### src/hdl/sles_pkg.sv
// ----------------------------------------------------------------------------
// sles_pkg
// Shared types and constants of the status LED effect sequencer: controller
// states, controller/datapath command and status groups, colors, timings.
// ----------------------------------------------------------------------------
package sles_pkg;

  // Configuration register indexes
  localparam logic [2:0] CFG_STARTUP_IV = 3'd0;
  localparam logic [2:0] CFG_PROFILE_IV = 3'd1;
  localparam logic [2:0] CFG_BLINKS     = 3'd2;
  localparam logic [2:0] CFG_FRAME      = 3'd3;
  localparam logic [2:0] CFG_POLICE_IV  = 3'd4;

  // Configuration reset values
  localparam logic [15:0] STARTUP_IV_RST = 16'd150;
  localparam logic [15:0] PROFILE_IV_RST = 16'd150;
  localparam logic [7:0]  BLINKS_RST     = 8'd3;
  localparam logic [15:0] FRAME_RST      = 16'd3;
  localparam logic [15:0] POLICE_IV_RST  = 16'd80;

  // Profile ids
  localparam logic [2:0] PROF_ROOKIE   = 3'd0;
  localparam logic [2:0] PROF_NORMAL   = 3'd1;
  localparam logic [2:0] PROF_ADVANCED = 3'd2;
  localparam logic [2:0] PROF_DRIFT    = 3'd3;
  localparam logic [2:0] PROF_POLICE   = 3'd4;

  // Colors, {red, green, blue}
  localparam logic [23:0] RGB_OFF    = 24'h000000;
  localparam logic [23:0] RGB_GREEN  = 24'h00FF00;
  localparam logic [23:0] RGB_BLUE   = 24'h0000FF;
  localparam logic [23:0] RGB_RED    = 24'hFF0000;
  localparam logic [23:0] RGB_ORANGE = 24'hFF5000;
  localparam logic [23:0] RGB_PURPLE = 24'hB400FF;

  // Color ramp
  localparam logic [9:0] RAMP_STEP = 10'd5;
  localparam logic [9:0] RAMP_WRAP = 10'd510;

  // Reciprocals: x/127 ~ x*129 >> 14 and x/254 ~ x*129 >> 15, both low by
  // at most one, fixed up with a single remainder compare and increment.
  localparam logic [20:0] G_RECIP = 21'd10320; // 80 * 129
  localparam logic [22:0] L_RECIP = 23'd22575; // 175 * 129

  typedef enum logic [2:0] {
    ST_IDLE,
    ST_EVAL,
    ST_RAMP_EST,
    ST_RAMP_FIX,
    ST_RAMP_MUL,
    ST_RAMP_DIV,
    ST_DONE
  } sles_state_e;

  typedef struct packed {
    logic capture;
    logic eval;
    logic ramp_est;
    logic ramp_fix;
    logic ramp_mul;
    logic ramp_div;
    logic load_out;
  } sles_cmd_t;

  typedef struct packed {
    logic ramp_go;
  } sles_sts_t;

  function automatic logic [23:0] profile_rgb(input logic [2:0] prof);
    logic [23:0] rgb;
    case (prof)
      PROF_ROOKIE:   rgb = RGB_GREEN;
      PROF_NORMAL:   rgb = RGB_BLUE;
      PROF_ADVANCED: rgb = RGB_ORANGE;
      PROF_DRIFT:    rgb = RGB_PURPLE;
      PROF_POLICE:   rgb = RGB_BLUE;
      default:       rgb = RGB_OFF;
    endcase
    return rgb;
  endfunction

endpackage

### src/hdl/sles_ctrl.sv
// ----------------------------------------------------------------------------
// sles_ctrl
// Sequencer of the effect block: takes an input transfer, runs the effect
// update, steps the color ramp pipeline and loads the output register.
// ----------------------------------------------------------------------------
module sles_ctrl
  import sles_pkg::*;
(
  input  logic      clk_i,
  input  logic      rst_ni,
  input  logic      s_valid_i,
  output logic      s_ready_o,
  output logic      m_valid_o,
  input  logic      m_ready_i,
  input  sles_sts_t sts_i,
  output sles_cmd_t cmd_o
);

  sles_state_e state_q, state_d;
  logic        out_valid_q, out_valid_d;

  always_ff @(posedge clk_i or negedge rst_ni) begin
    if (!rst_ni) begin
      state_q     <= ST_IDLE;
      out_valid_q <= 1'b0;
    end else begin
      state_q     <= state_d;
      out_valid_q <= out_valid_d;
    end
  end

  always_comb begin
    state_d   = state_q;
    cmd_o     = '0;
    s_ready_o = 1'b0;
    case (state_q)
      ST_IDLE: begin
        s_ready_o = 1'b1;
        if (s_valid_i) begin
          cmd_o.capture = 1'b1;
          state_d       = ST_EVAL;
        end
      end
      ST_EVAL: begin
        cmd_o.eval = 1'b1;
        state_d    = sts_i.ramp_go ? ST_RAMP_EST : ST_DONE;
      end
      ST_RAMP_EST: begin
        cmd_o.ramp_est = 1'b1;
        state_d        = ST_RAMP_FIX;
      end
      ST_RAMP_FIX: begin
        cmd_o.ramp_fix = 1'b1;
        state_d        = ST_RAMP_MUL;
      end
      ST_RAMP_MUL: begin
        cmd_o.ramp_mul = 1'b1;
        state_d        = ST_RAMP_DIV;
      end
      ST_RAMP_DIV: begin
        cmd_o.ramp_div = 1'b1;
        state_d        = ST_DONE;
      end
      ST_DONE: begin
        // wait until the previous result has been transferred
        if (!out_valid_q || m_ready_i) begin
          cmd_o.load_out = 1'b1;
          state_d        = ST_IDLE;
        end
      end
      default: begin
        state_d = ST_IDLE;
      end
    endcase
  end

  always_comb begin
    if (cmd_o.load_out) begin
      out_valid_d = 1'b1;
    end else if (m_ready_i) begin
      out_valid_d = 1'b0;
    end else begin
      out_valid_d = out_valid_q;
    end
  end

  assign m_valid_o = out_valid_q;

endmodule

### src/hdl/sles_datapath.sv
// ----------------------------------------------------------------------------
// sles_datapath
// Effect state, configuration registers, color ramp pipeline and output
// register of the status LED effect sequencer.
// ----------------------------------------------------------------------------
module sles_datapath
  import sles_pkg::*;
#(
  parameter int TIME_BITS = 32
) (
  input  logic        clk_i,
  input  logic        rst_ni,
  input  sles_cmd_t   cmd_i,
  output sles_sts_t   sts_o,
  input  logic [31:0] now_ms_i,
  input  logic [2:0]  profile_i,
  input  logic        turbo_on_i,
  input  logic        cfg_we_i,
  input  logic [2:0]  cfg_idx_i,
  input  logic [15:0] cfg_wdata_i,
  output logic        led_write_o,
  output logic [7:0]  led_red_o,
  output logic [7:0]  led_green_o,
  output logic [7:0]  led_blue_o
);

  // x / 255 for x < 65280, where the quotient fits in eight bits
  function automatic logic [7:0] div255(input logic [15:0] x);
    logic [16:0] t;
    t = 17'(x) + 17'(x[15:8]) + 17'd1;
    return t[15:8];
  endfunction

  // Configuration
  logic [15:0] startup_iv_q, profile_iv_q, frame_q, police_iv_q;
  logic [7:0]  blinks_q;

  // Captured item
  logic [TIME_BITS-1:0] now_q;
  logic [2:0]           prof_q;
  logic                 turbo_q;

  // Effect state
  logic                 have_q, have_d;
  logic [2:0]           cur_q, cur_d;
  logic                 st_run_q, st_run_d;
  logic                 st_lit_q, st_lit_d;
  logic [1:0]           st_cnt_q, st_cnt_d;
  logic [TIME_BITS-1:0] st_last_q, st_last_d;
  logic                 ch_run_q, ch_run_d;
  logic                 ch_lit_q, ch_lit_d;
  logic [7:0]           ch_cnt_q, ch_cnt_d;
  logic [TIME_BITS-1:0] ch_last_q, ch_last_d;
  logic                 boost_q, boost_d;
  logic [8:0]           phase_q, phase_d;
  logic [TIME_BITS-1:0] ra_last_q, ra_last_d;
  logic                 si_blue_q, si_blue_d;
  logic [TIME_BITS-1:0] si_last_q, si_last_d;
  logic [23:0]          colour_q, colour_d;
  logic                 wrote_q, wrote_d;

  // Ramp pipeline
  logic [6:0]  est_g_q;
  logic [7:0]  est_l_q;
  logic [7:0]  r0_q, g0_q, b0_q, lum_q;
  logic [15:0] pr_q, pg_q, pb_q;

  // Output register
  logic        out_write_q;
  logic [23:0] out_rgb_q;

  // Values after a profile change has been applied
  logic                 chg;
  logic                 ch_lit_v, boost_v, si_blue_v;
  logic [7:0]           ch_cnt_v;
  logic [8:0]           phase_v;
  logic [TIME_BITS-1:0] ch_last_v, si_last_v;
  logic                 el_st, el_ch, el_ra, el_si;
  logic [9:0]           psum;

  assign chg       = have_q && (prof_q != cur_q);
  assign ch_lit_v  = chg ? 1'b0 : ch_lit_q;
  assign ch_cnt_v  = chg ? 8'd0 : ch_cnt_q;
  assign ch_last_v = chg ? now_q : ch_last_q;
  assign boost_v   = chg ? 1'b0 : boost_q;
  assign phase_v   = chg ? 9'd0 : phase_q;
  assign si_blue_v = chg ? 1'b0 : si_blue_q;
  assign si_last_v = chg ? '0 : si_last_q;

  // modulo-2^TIME_BITS elapsed checks
  assign el_st = TIME_BITS'(now_q - st_last_q) >= TIME_BITS'(startup_iv_q);
  assign el_ch = TIME_BITS'(now_q - ch_last_v) >= TIME_BITS'(profile_iv_q);
  assign el_ra = TIME_BITS'(now_q - ra_last_q) >= TIME_BITS'(frame_q);
  assign el_si = TIME_BITS'(now_q - si_last_v) >= TIME_BITS'(police_iv_q);

  assign psum = 10'(phase_v) + RAMP_STEP;

  // --------------------------------------------------------------------------
  // Effect update
  // --------------------------------------------------------------------------
  always_comb begin
    have_d    = have_q;
    cur_d     = cur_q;
    st_run_d  = st_run_q;
    st_lit_d  = st_lit_q;
    st_cnt_d  = st_cnt_q;
    st_last_d = st_last_q;
    ch_run_d  = ch_run_q;
    ch_lit_d  = ch_lit_q;
    ch_cnt_d  = ch_cnt_q;
    ch_last_d = ch_last_q;
    boost_d   = boost_q;
    phase_d   = phase_q;
    ra_last_d = ra_last_q;
    si_blue_d = si_blue_q;
    si_last_d = si_last_q;
    colour_d  = colour_q;
    wrote_d   = wrote_q;
    sts_o     = '0;

    if (cmd_i.eval) begin
      have_d  = 1'b1;
      cur_d   = prof_q;
      wrote_d = 1'b0;
      if (chg) begin
        ch_run_d  = 1'b1;
        ch_lit_d  = 1'b0;
        ch_cnt_d  = 8'd0;
        ch_last_d = now_q;
        boost_d   = 1'b0;
        phase_d   = 9'd0;
        si_blue_d = 1'b0;
        si_last_d = '0;
        colour_d  = RGB_OFF;
        wrote_d   = 1'b1;
      end

      if (st_run_q) begin
        if (el_st) begin
          st_last_d = now_q;
          st_lit_d  = !st_lit_q;
          wrote_d   = 1'b1;
          if (!st_lit_q) begin
            colour_d = profile_rgb(prof_q);
            if (st_cnt_q != 2'd3) begin
              st_cnt_d = st_cnt_q + 2'd1;
            end
          end else begin
            colour_d = RGB_OFF;
          end
          // done after the second blink has gone dark
          if (st_cnt_d >= 2'd2 && st_lit_q) begin
            st_run_d = 1'b0;
            colour_d = RGB_OFF;
          end
        end
      end else if (ch_run_d) begin
        if (el_ch) begin
          ch_last_d = now_q;
          ch_lit_d  = !ch_lit_v;
          wrote_d   = 1'b1;
          if (!ch_lit_v) begin
            colour_d = profile_rgb(prof_q);
            if (ch_cnt_v != 8'd255) begin
              ch_cnt_d = ch_cnt_v + 8'd1;
            end
          end else begin
            colour_d = RGB_OFF;
          end
          if (ch_cnt_d >= blinks_q && ch_lit_v) begin
            ch_run_d = 1'b0;
            colour_d = RGB_OFF;
          end
        end
      end else if (!turbo_q) begin
        if (boost_v) begin
          boost_d   = 1'b0;
          phase_d   = 9'd0;
          si_blue_d = 1'b0;
          colour_d  = RGB_OFF;
          wrote_d   = 1'b1;
        end
      end else if (prof_q == PROF_POLICE) begin
        if (el_si) begin
          si_last_d = now_q;
          boost_d   = 1'b1;
          si_blue_d = !si_blue_v;
          colour_d  = si_blue_v ? RGB_RED : RGB_BLUE;
          wrote_d   = 1'b1;
        end
      end else begin
        if (el_ra) begin
          ra_last_d     = now_q;
          boost_d       = 1'b1;
          phase_d       = (psum >= RAMP_WRAP) ? 9'd0 : psum[8:0];
          sts_o.ramp_go = 1'b1;
        end
      end
    end

    if (cmd_i.ramp_div) begin
      colour_d = {div255(pr_q), div255(pg_q), div255(pb_q)};
      wrote_d  = 1'b1;
    end
  end

  // --------------------------------------------------------------------------
  // Color ramp pipeline on phase_q
  // --------------------------------------------------------------------------
  logic [7:0]  lum_dist;
  logic [20:0] mul_g;
  logic [22:0] mul_l;
  logic [6:0]  q7;
  logic [13:0] xg, rem_g;
  logic [15:0] xl, rem_l;
  logic [6:0]  gdiv;
  logic [7:0]  ldiv, dbl, r5, lum_c, r_c, g_c, b_c;
  logic [2:0]  tens;
  logic        low_half;

  assign low_half = phase_q < 9'd255;
  assign lum_dist = low_half ? phase_q[7:0] : 8'(phase_q - 9'd255);
  assign q7       = phase_q[6:0];
  assign mul_g    = 21'(q7) * G_RECIP;
  assign mul_l    = 23'(lum_dist) * L_RECIP;

  assign xg    = 14'(q7) * 14'd80;
  assign rem_g = xg - (14'({est_g_q, 7'b0}) - 14'(est_g_q));
  assign gdiv  = est_g_q + 7'(rem_g >= 14'd127);
  assign xl    = 16'(lum_dist) * 16'd175;
  assign rem_l = xl - (16'({est_l_q, 8'b0}) - 16'({est_l_q, 1'b0}));
  assign ldiv  = est_l_q + 8'(rem_l >= 16'd254);
  assign lum_c = low_half ? 8'd80 + ldiv : 8'd255 - ldiv;

  // 255*q/127 = 2q + (q == 127); 255*q/125 = 2q + q/25
  assign dbl  = {q7, 1'b0} + 8'(q7 == 7'd127);
  assign tens = 3'(q7 >= 7'd25) + 3'(q7 >= 7'd50) + 3'(q7 >= 7'd75) + 3'(q7 >= 7'd100);
  assign r5   = {q7, 1'b0} + 8'(tens);

  always_comb begin
    case (phase_q[8:7])
      2'd0: begin
        r_c = 8'd255;
        g_c = 8'd80 - 8'(gdiv);
        b_c = 8'd0;
      end
      2'd1: begin
        r_c = 8'd255;
        g_c = 8'd0;
        b_c = dbl;
      end
      2'd2: begin
        r_c = 8'd255 - dbl;
        g_c = 8'd0;
        b_c = 8'd255;
      end
      default: begin
        r_c = r5;
        g_c = 8'd0;
        b_c = 8'd255 - r5;
      end
    endcase
  end

  // --------------------------------------------------------------------------
  // Registers
  // --------------------------------------------------------------------------
  always_ff @(posedge clk_i or negedge rst_ni) begin
    if (!rst_ni) begin
      startup_iv_q <= STARTUP_IV_RST;
      profile_iv_q <= PROFILE_IV_RST;
      blinks_q     <= BLINKS_RST;
      frame_q      <= FRAME_RST;
      police_iv_q  <= POLICE_IV_RST;
    end else if (cfg_we_i) begin
      case (cfg_idx_i)
        CFG_STARTUP_IV: startup_iv_q <= cfg_wdata_i;
        CFG_PROFILE_IV: profile_iv_q <= cfg_wdata_i;
        CFG_BLINKS:     blinks_q     <= cfg_wdata_i[7:0];
        CFG_FRAME:      frame_q      <= cfg_wdata_i;
        CFG_POLICE_IV:  police_iv_q  <= cfg_wdata_i;
        default: ;
      endcase
    end
  end

  always_ff @(posedge clk_i or negedge rst_ni) begin
    if (!rst_ni) begin
      have_q    <= 1'b0;
      cur_q     <= 3'd0;
      st_run_q  <= 1'b1;
      st_lit_q  <= 1'b0;
      st_cnt_q  <= 2'd0;
      st_last_q <= '0;
      ch_run_q  <= 1'b0;
      ch_lit_q  <= 1'b0;
      ch_cnt_q  <= 8'd0;
      ch_last_q <= '0;
      boost_q   <= 1'b0;
      phase_q   <= 9'd0;
      ra_last_q <= '0;
      si_blue_q <= 1'b0;
      si_last_q <= '0;
      colour_q  <= RGB_OFF;
      wrote_q   <= 1'b0;
    end else begin
      have_q    <= have_d;
      cur_q     <= cur_d;
      st_run_q  <= st_run_d;
      st_lit_q  <= st_lit_d;
      st_cnt_q  <= st_cnt_d;
      st_last_q <= st_last_d;
      ch_run_q  <= ch_run_d;
      ch_lit_q  <= ch_lit_d;
      ch_cnt_q  <= ch_cnt_d;
      ch_last_q <= ch_last_d;
      boost_q   <= boost_d;
      phase_q   <= phase_d;
      ra_last_q <= ra_last_d;
      si_blue_q <= si_blue_d;
      si_last_q <= si_last_d;
      colour_q  <= colour_d;
      wrote_q   <= wrote_d;
    end
  end

  always_ff @(posedge clk_i) begin
    if (cmd_i.capture) begin
      now_q   <= TIME_BITS'(now_ms_i);
      prof_q  <= profile_i;
      turbo_q <= turbo_on_i;
    end
    if (cmd_i.ramp_est) begin
      est_g_q <= mul_g[20:14];
      est_l_q <= mul_l[22:15];
    end
    if (cmd_i.ramp_fix) begin
      r0_q  <= r_c;
      g0_q  <= g_c;
      b0_q  <= b_c;
      lum_q <= lum_c;
    end
    if (cmd_i.ramp_mul) begin
      pr_q <= 16'(r0_q) * 16'(lum_q);
      pg_q <= 16'(g0_q) * 16'(lum_q);
      pb_q <= 16'(b0_q) * 16'(lum_q);
    end
    if (cmd_i.load_out) begin
      out_write_q <= wrote_q;
      out_rgb_q   <= colour_q;
    end
  end

  assign led_write_o = out_write_q;
  assign led_red_o   = out_rgb_q[23:16];
  assign led_green_o = out_rgb_q[15:8];
  assign led_blue_o  = out_rgb_q[7:0];

endmodule

### src/hdl/status_led_effect_sequencer.sv
// ----------------------------------------------------------------------------
// status_led_effect_sequencer
// Startup blink, profile change blink, police and color ramp turbo effects
// for one RGB status LED; one result per input transfer.
// ----------------------------------------------------------------------------
// Sequence: an item is captured, the effect update runs, and the result is
//   loaded into the output register once that is free; on a color ramp step
//   four pipeline steps for the divides and the brightness scale come between.
// Flow: the controller works on one item at a time, and the output register
//   holds a result while the next item is taken.
// Reset: asynchronous, active low; configuration returns to its defaults and
//   the startup blink is armed with the LED off.
module status_led_effect_sequencer
  import sles_pkg::*;
#(
  parameter int TIME_BITS = 32
) (
  input  logic        clk_i,
  input  logic        rst_ni,
  input  logic        s_axis_tvalid,
  output logic        s_axis_tready,
  input  logic [39:0] s_axis_tdata,  // now_ms[31:0], profile[34:32], turbo_on[35], zero
  output logic        m_axis_tvalid,
  input  logic        m_axis_tready,
  output logic [31:0] m_axis_tdata,  // led_write[0], led_red[8:1], led_green[16:9],
                                     // led_blue[24:17], zero
  input  logic        cfg_we_i,
  input  logic [2:0]  cfg_idx_i,
  input  logic [15:0] cfg_wdata_i
);

  sles_cmd_t  cmd;
  sles_sts_t  sts;
  logic       led_write;
  logic [7:0] led_red, led_green, led_blue;

  sles_ctrl u_ctrl (
    .clk_i     (clk_i),
    .rst_ni    (rst_ni),
    .s_valid_i (s_axis_tvalid),
    .s_ready_o (s_axis_tready),
    .m_valid_o (m_axis_tvalid),
    .m_ready_i (m_axis_tready),
    .sts_i     (sts),
    .cmd_o     (cmd)
  );

  sles_datapath #(
    .TIME_BITS (TIME_BITS)
  ) u_datapath (
    .clk_i       (clk_i),
    .rst_ni      (rst_ni),
    .cmd_i       (cmd),
    .sts_o       (sts),
    .now_ms_i    (s_axis_tdata[31:0]),
    .profile_i   (s_axis_tdata[34:32]),
    .turbo_on_i  (s_axis_tdata[35]),
    .cfg_we_i    (cfg_we_i),
    .cfg_idx_i   (cfg_idx_i),
    .cfg_wdata_i (cfg_wdata_i),
    .led_write_o (led_write),
    .led_red_o   (led_red),
    .led_green_o (led_green),
    .led_blue_o  (led_blue)
  );

  assign m_axis_tdata = {7'd0, led_blue, led_green, led_red, led_write};

endmodule

### config.mk
export PLATFORM = sky130hd
export DESIGN_NAME = status_led_effect_sequencer
export DESIGN_NICKNAME = d
export VERILOG_FILES = /design/src/hdl/sles_pkg.sv /design/src/hdl/sles_ctrl.sv /design/src/hdl/sles_datapath.sv /design/src/hdl/status_led_effect_sequencer.sv
export SDC_FILE = /design/constraint.sdc
export NUM_CORES = 2
export LEC_CHECK = 0
export BUFFER_PORTS_ARGS = -buffer_cell sky130_fd_sc_hd__buf_2
export CORE_ASPECT_RATIO = 0.5
export CORE_MARGIN = 10
export CORE_UTILIZATION = 51
export CTS_BUF_LIST = sky130_fd_sc_hd__clkbuf_8 sky130_fd_sc_hd__clkbuf_16
export CTS_CLUSTER_SIZE = 25
export DETAILED_ROUTE_END_ITERATION = 12
export GPL_ROUTABILITY_DRIVEN = 0
export PLACE_DENSITY = 0.67
export SLEW_MARGIN = 15
export SYNTH_ARGS = -nofsm -noshare
export SYNTH_HDL_FRONTEND = slang
export SYNTH_SLANG_ARGS = --single-unit
### constraint.sdc
create_clock -name clk_i -period 14.4 [get_ports clk_i]
set_input_delay 0.72 -clock clk_i [delete_from_list [all_inputs] [get_ports clk_i]]
set_output_delay 0.72 -clock clk_i [all_outputs]
set_load 0.05 [all_outputs]
==> results list <==
- Result of the run: finished, final reports clean
- Min cycle time layout: approximately 9.2 ns
- DRC Markers: 0
* Clock buffers created by TritonCTS: 43
- The worst setup path is of the reg -> reg kind.
- TritonCTS Sinks: 414
- Via count of the first global-routing pass: 29900
- Slew at the pin closest to its max-slew limit: 1.11 ns
- Count of pins on the block boundary: 98
- Following the worst setup path forward leads to its endpoint at u_datapath.lum_q[5].
- The initial antenna violation count came to 0.
* Final count of negative-setup-slack endpoints: 0
- Timing would allow up to between 100 and 150 MHz.
- Counting the fill cells in the layout gives 6571.
- The number of antenna diodes in the final layout is 0.
* Maximum buffer depth of the clock tree: 3
- For this run, the slowest stage of the critical path takes between 0.8 and 0.9 ns.
* Top-area cell type share of the netlist area: 16.4%
* Power density cells: 215 nW/um^2
- Synthesis instantiated 96 different standard cells from the library.
- At the worst endpoint, the required time is 14.73 ns.
- Synth Cell Area: 38200 sq um
- Area after DPL: approximately 40000 sq um
- Footprint of the multi-input gates: 24600 sq um
* Drt first-iter violations: just under 2000
* DR vias: 29900
* Placed insts: 5080
* Setup slack of the critical path after layout: 5.21 ns
* #FFs+latches synth: 414
- Cell depth of the worst flop-to-flop path: 32
- Cells resized by post-CTS repair: 0
- Fraction of final layout cells sized beyond drive strength 1: slightly above 8%
- After floorplanning, the core was divided into 70 placement rows.
- On the critical path the largest part of the delay comes from adder cells.
- Arr. time, crit path: 9.52 ns
* Timing startpoint of the critical path: u_datapath.phase_q[5]
* Total of buffers placed on input and output ports: 86
- Counting every instance in the synthesized netlist gives 4135.
- For this configuration, the core starts out at a cell density of 51.9%.
- Final hold violation count: 0
* Worst hold-check path type: in -> async
* Dominant synthesized flop cell: dfrtp_1
- Worst reg2reg startpoint: u_datapath.phase_q[5]
- Startpoint type of the worst setup path: register
* Yosys top cell by area: ha_1
- TritonCTS built the clock tree.
- In this run the critical register-to-register path is captured at u_datapath.lum_q[5].
- Final non-filler cell area: 41000 sq um
- Warnings, synthesis: 0
* Sum of routed wire length over all layers: 95400 um
- Across all register-to-register paths, the minimum setup slack is 5.21 ns.
- GR Util All Layers: approximately 22%
* Worst path bufs/invs: 4
- Number of buffers inserted for hold repair after clock tree synthesis: 0
- Buffer type at the clock tree root: clkbuf_16
* Levels on crit path: 32
* Final setup skew: 0.0347 ns
* Synth-to-layout area growth: 7.40%
- In this run the post-CTS setup repair buffer count came out at 0.
- Setup repair after global routing left no endpoint under its margin.
- The clock reaches the later pin of the worst-skew pair after 0.62 ns.
- Clock-pin slew was measured on the worst setup and hold paths at 0.06 ns.
* Ys async rst share: 62.3%
- Die height: 213 um
* Pre-CTS setup slack: ~5.3 ns
* Max capacitance violation total: 0
* Routed len/inst: 18.5 um
- Max Fanout on Critical Path: 22
- The H-tree was split into 2 levels.
* Final instance count without filler cells: 5160
- IR analysis of the VDD net gives a maximum drop of approximately 0.19 mV.
- Post-DP HPWL: 72800 um
- In the final layout, flip-flops and latches occupy 11200 sq um.
- Headroom to the max-slew limit came out at around a quarter.
- Fraction of the yosys area taken by sequential cells: 29.2%
* Die area: 86800 sq um
- Floorplan Core Area: 73600 sq um
* Per-cell via count in the routed design: 5.80
* Count of flip-flops with a built-in enable after synthesis: between 150 and 200
- Yosys attributes the largest share of cell area to ha_1 (16%), dfrtp_1 (16%), edfxtp_1 (12%).
* Sum of negative setup slack: 0 ns
- DR pass1 iterations: 5
- Most common cell on crit path: fa_1
* CP Capture Type: register
- Chip width: slightly above 400 um
- After the last flow step, the layout net total stands at 4884.
- Remaining Overflow, GRT: 0
- The final max-slew violation count is 0.
* Highest-delay cell along the critical path: dfrtp_1
- A synthesized cell averages 9.23 sq um.
* Static leakage: 19.2 nW
- First-pass GRT wire length: around 160000 um
- Final cycle utilization of the critical path: roughly 64%
* Count of nets left with antenna violations after detail routing: 0
- Entering global routing, the biggest net connects 77 pins.
## synth_stat cells, drive strengths merged, types with 19 or more instances
| cell type | n |
|---|---|
| buf | 51 |
| nand4 | 43 |
| inv | 488 |
| and2 | 129 |
| fa | 166 |
| o211ai | 30 |
| edfxtp | 156 |
| mux2i | 43 |
| a21o | 80 |
| dfrtp | 243 |
| o21ai | 246 |
| a31oi | 27 |
| clkbuf | 95 |
| nor3 | 61 |
| o21bai | 32 |
| o21a | 50 |
| xor2 | 88 |
| and3 | 26 |
| mux2 | 91 |
| nor2 | 181 |
| nand2 | 448 |
| a211oi | 37 |
| xnor2 | 139 |
| ha | 501 |
| nand3 | 66 |
| o31ai | 19 |
| a22o | 41 |
| nor2b | 34 |
| a21oi | 234 |
| nand2b | 42 |
## sequential cells by signal, summed over array words and instances (netlist names), 9 cells and up, named ones only
signal and cells:
u_datapath.st_last_q 32, u_datapath.startup_iv_q 16, u_datapath.out_rgb_q 24, u_datapath.profile_iv_q 16, u_datapath.ch_last_q 32, u_datapath.frame_q 16, u_datapath.colour_q 24, u_datapath.now_q 32
u_datapath.si_last_q 32, u_datapath.pg_q 16, u_datapath.pr_q 16, u_datapath.pb_q 16, u_datapath.phase_q 9, u_datapath.ra_last_q 32, u_datapath.police_iv_q 16
## worst register-to-register path: cells and delay by family (launching register included)
kind                     cells  cell delay (ns)
AND/OR/NAND/NOR              9             1.78
adder cells (fa/ha/maj)      9             3.71
multiplexers                 1             0.35
AO/OA/AOI/OAI                7             1.13
flip-flops                   1             0.87
buffers and inverters        4             0.45
XOR/XNOR                     2             0.66
## layout make-up
| class | count | share of cell area, % |
|---|---|---|
| Sequential cell | 414 | 27.2 |
| Tap cell | 972 | 2.97 |
| Inverter | 489 | 4.48 |
| Clock inverter | 34 | 0.840 |
| Timing Repair Buffer | 113 | 1.57 |
| Multi-Input combinational cell | 3092 | 60.1 |
| Clock buffer | 46 | 2.81 |
## metrics by stage
step	utilization (%)	hold WS, ns	power [mW]
3_5_place_dp	53.7	0.433	7.62
2_1_floorplan	-	0.424	6.28
4_1_cts	55.7	0.0892	8.92
5_1_grt	55.7	0.130	9.72
6_report	55.7	0.0792	8.82
3_3_place_gp	53.7	0.442	7.46
## cell families (layout without fill, tap and decap cells)
| family | after synthesis | count (layout) | share of synthesized area [%] |
|---|---|---|---|
| simple gates | 1112 | 1112 | 14.0 |
| compound gates | 945 | 945 | 16.1 |
| fa+ha+maj | 667 | 667 | 25.1 |
| buf+inv | 635 | 682 | 6.45 |
| flops | 414 | 414 | 29.2 |
| xor+xnor | 227 | 227 | 5.21 |
| mux | 134 | 134 | 3.81 |
| other cells | 1 | 7 | 0.00983 |
## worst min path at each step
stage | start | to
2_1_floorplan | rst_ni | asynchronous set/reset pin
3_3_place_gp | u_datapath.colour_q[12] | u_datapath.out_rgb_q[12]
3_5_place_dp | u_datapath.colour_q[3] | u_datapath.out_rgb_q[3]
4_1_cts | rst_ni | u_datapath.ra_last_q[20]
5_1_grt | rst_ni | u_datapath.ra_last_q[20]
6_report | rst_ni | u_datapath.ra_last_q[4]
## where the power goes
group,leakage [nW],total [mW],internal (mW),switching [mW]
logic,13.8,5.57,2.38,3.19
clock network,0.737,1.21,0.679,0.536
registers,4.72,2.04,1.75,0.288
## metal layers
layer	global-route usage (%)	up-vias	share of wire (%)
met4	6.99	0	3.0
met1	28.2	14600	44
met5	0	-	0
li1	-	14400	-
met3	2.98	173	4.9
met2	37.9	709	48
## cells in the final DEF (no fill, tap or decap), types with 139 or more instances in the layout
| cell type | synthesis | routed |
|---|---|---|
| edfxtp_1 | 156 | 156 |
| xnor2_1 | 139 | 139 |
| fa_1 | 166 | 166 |
| ha_1 | 501 | 501 |
| o21ai_0 | 235 | 235 |
| nor2_1 | 181 | 176 |
| a21oi_1 | 229 | 229 |
| nand2_1 | 447 | 447 |
| dfrtp_1 | 243 | 243 |
| inv_1 | 488 | 490 |
No activity file was read; power rests on OpenSTA's default activity.
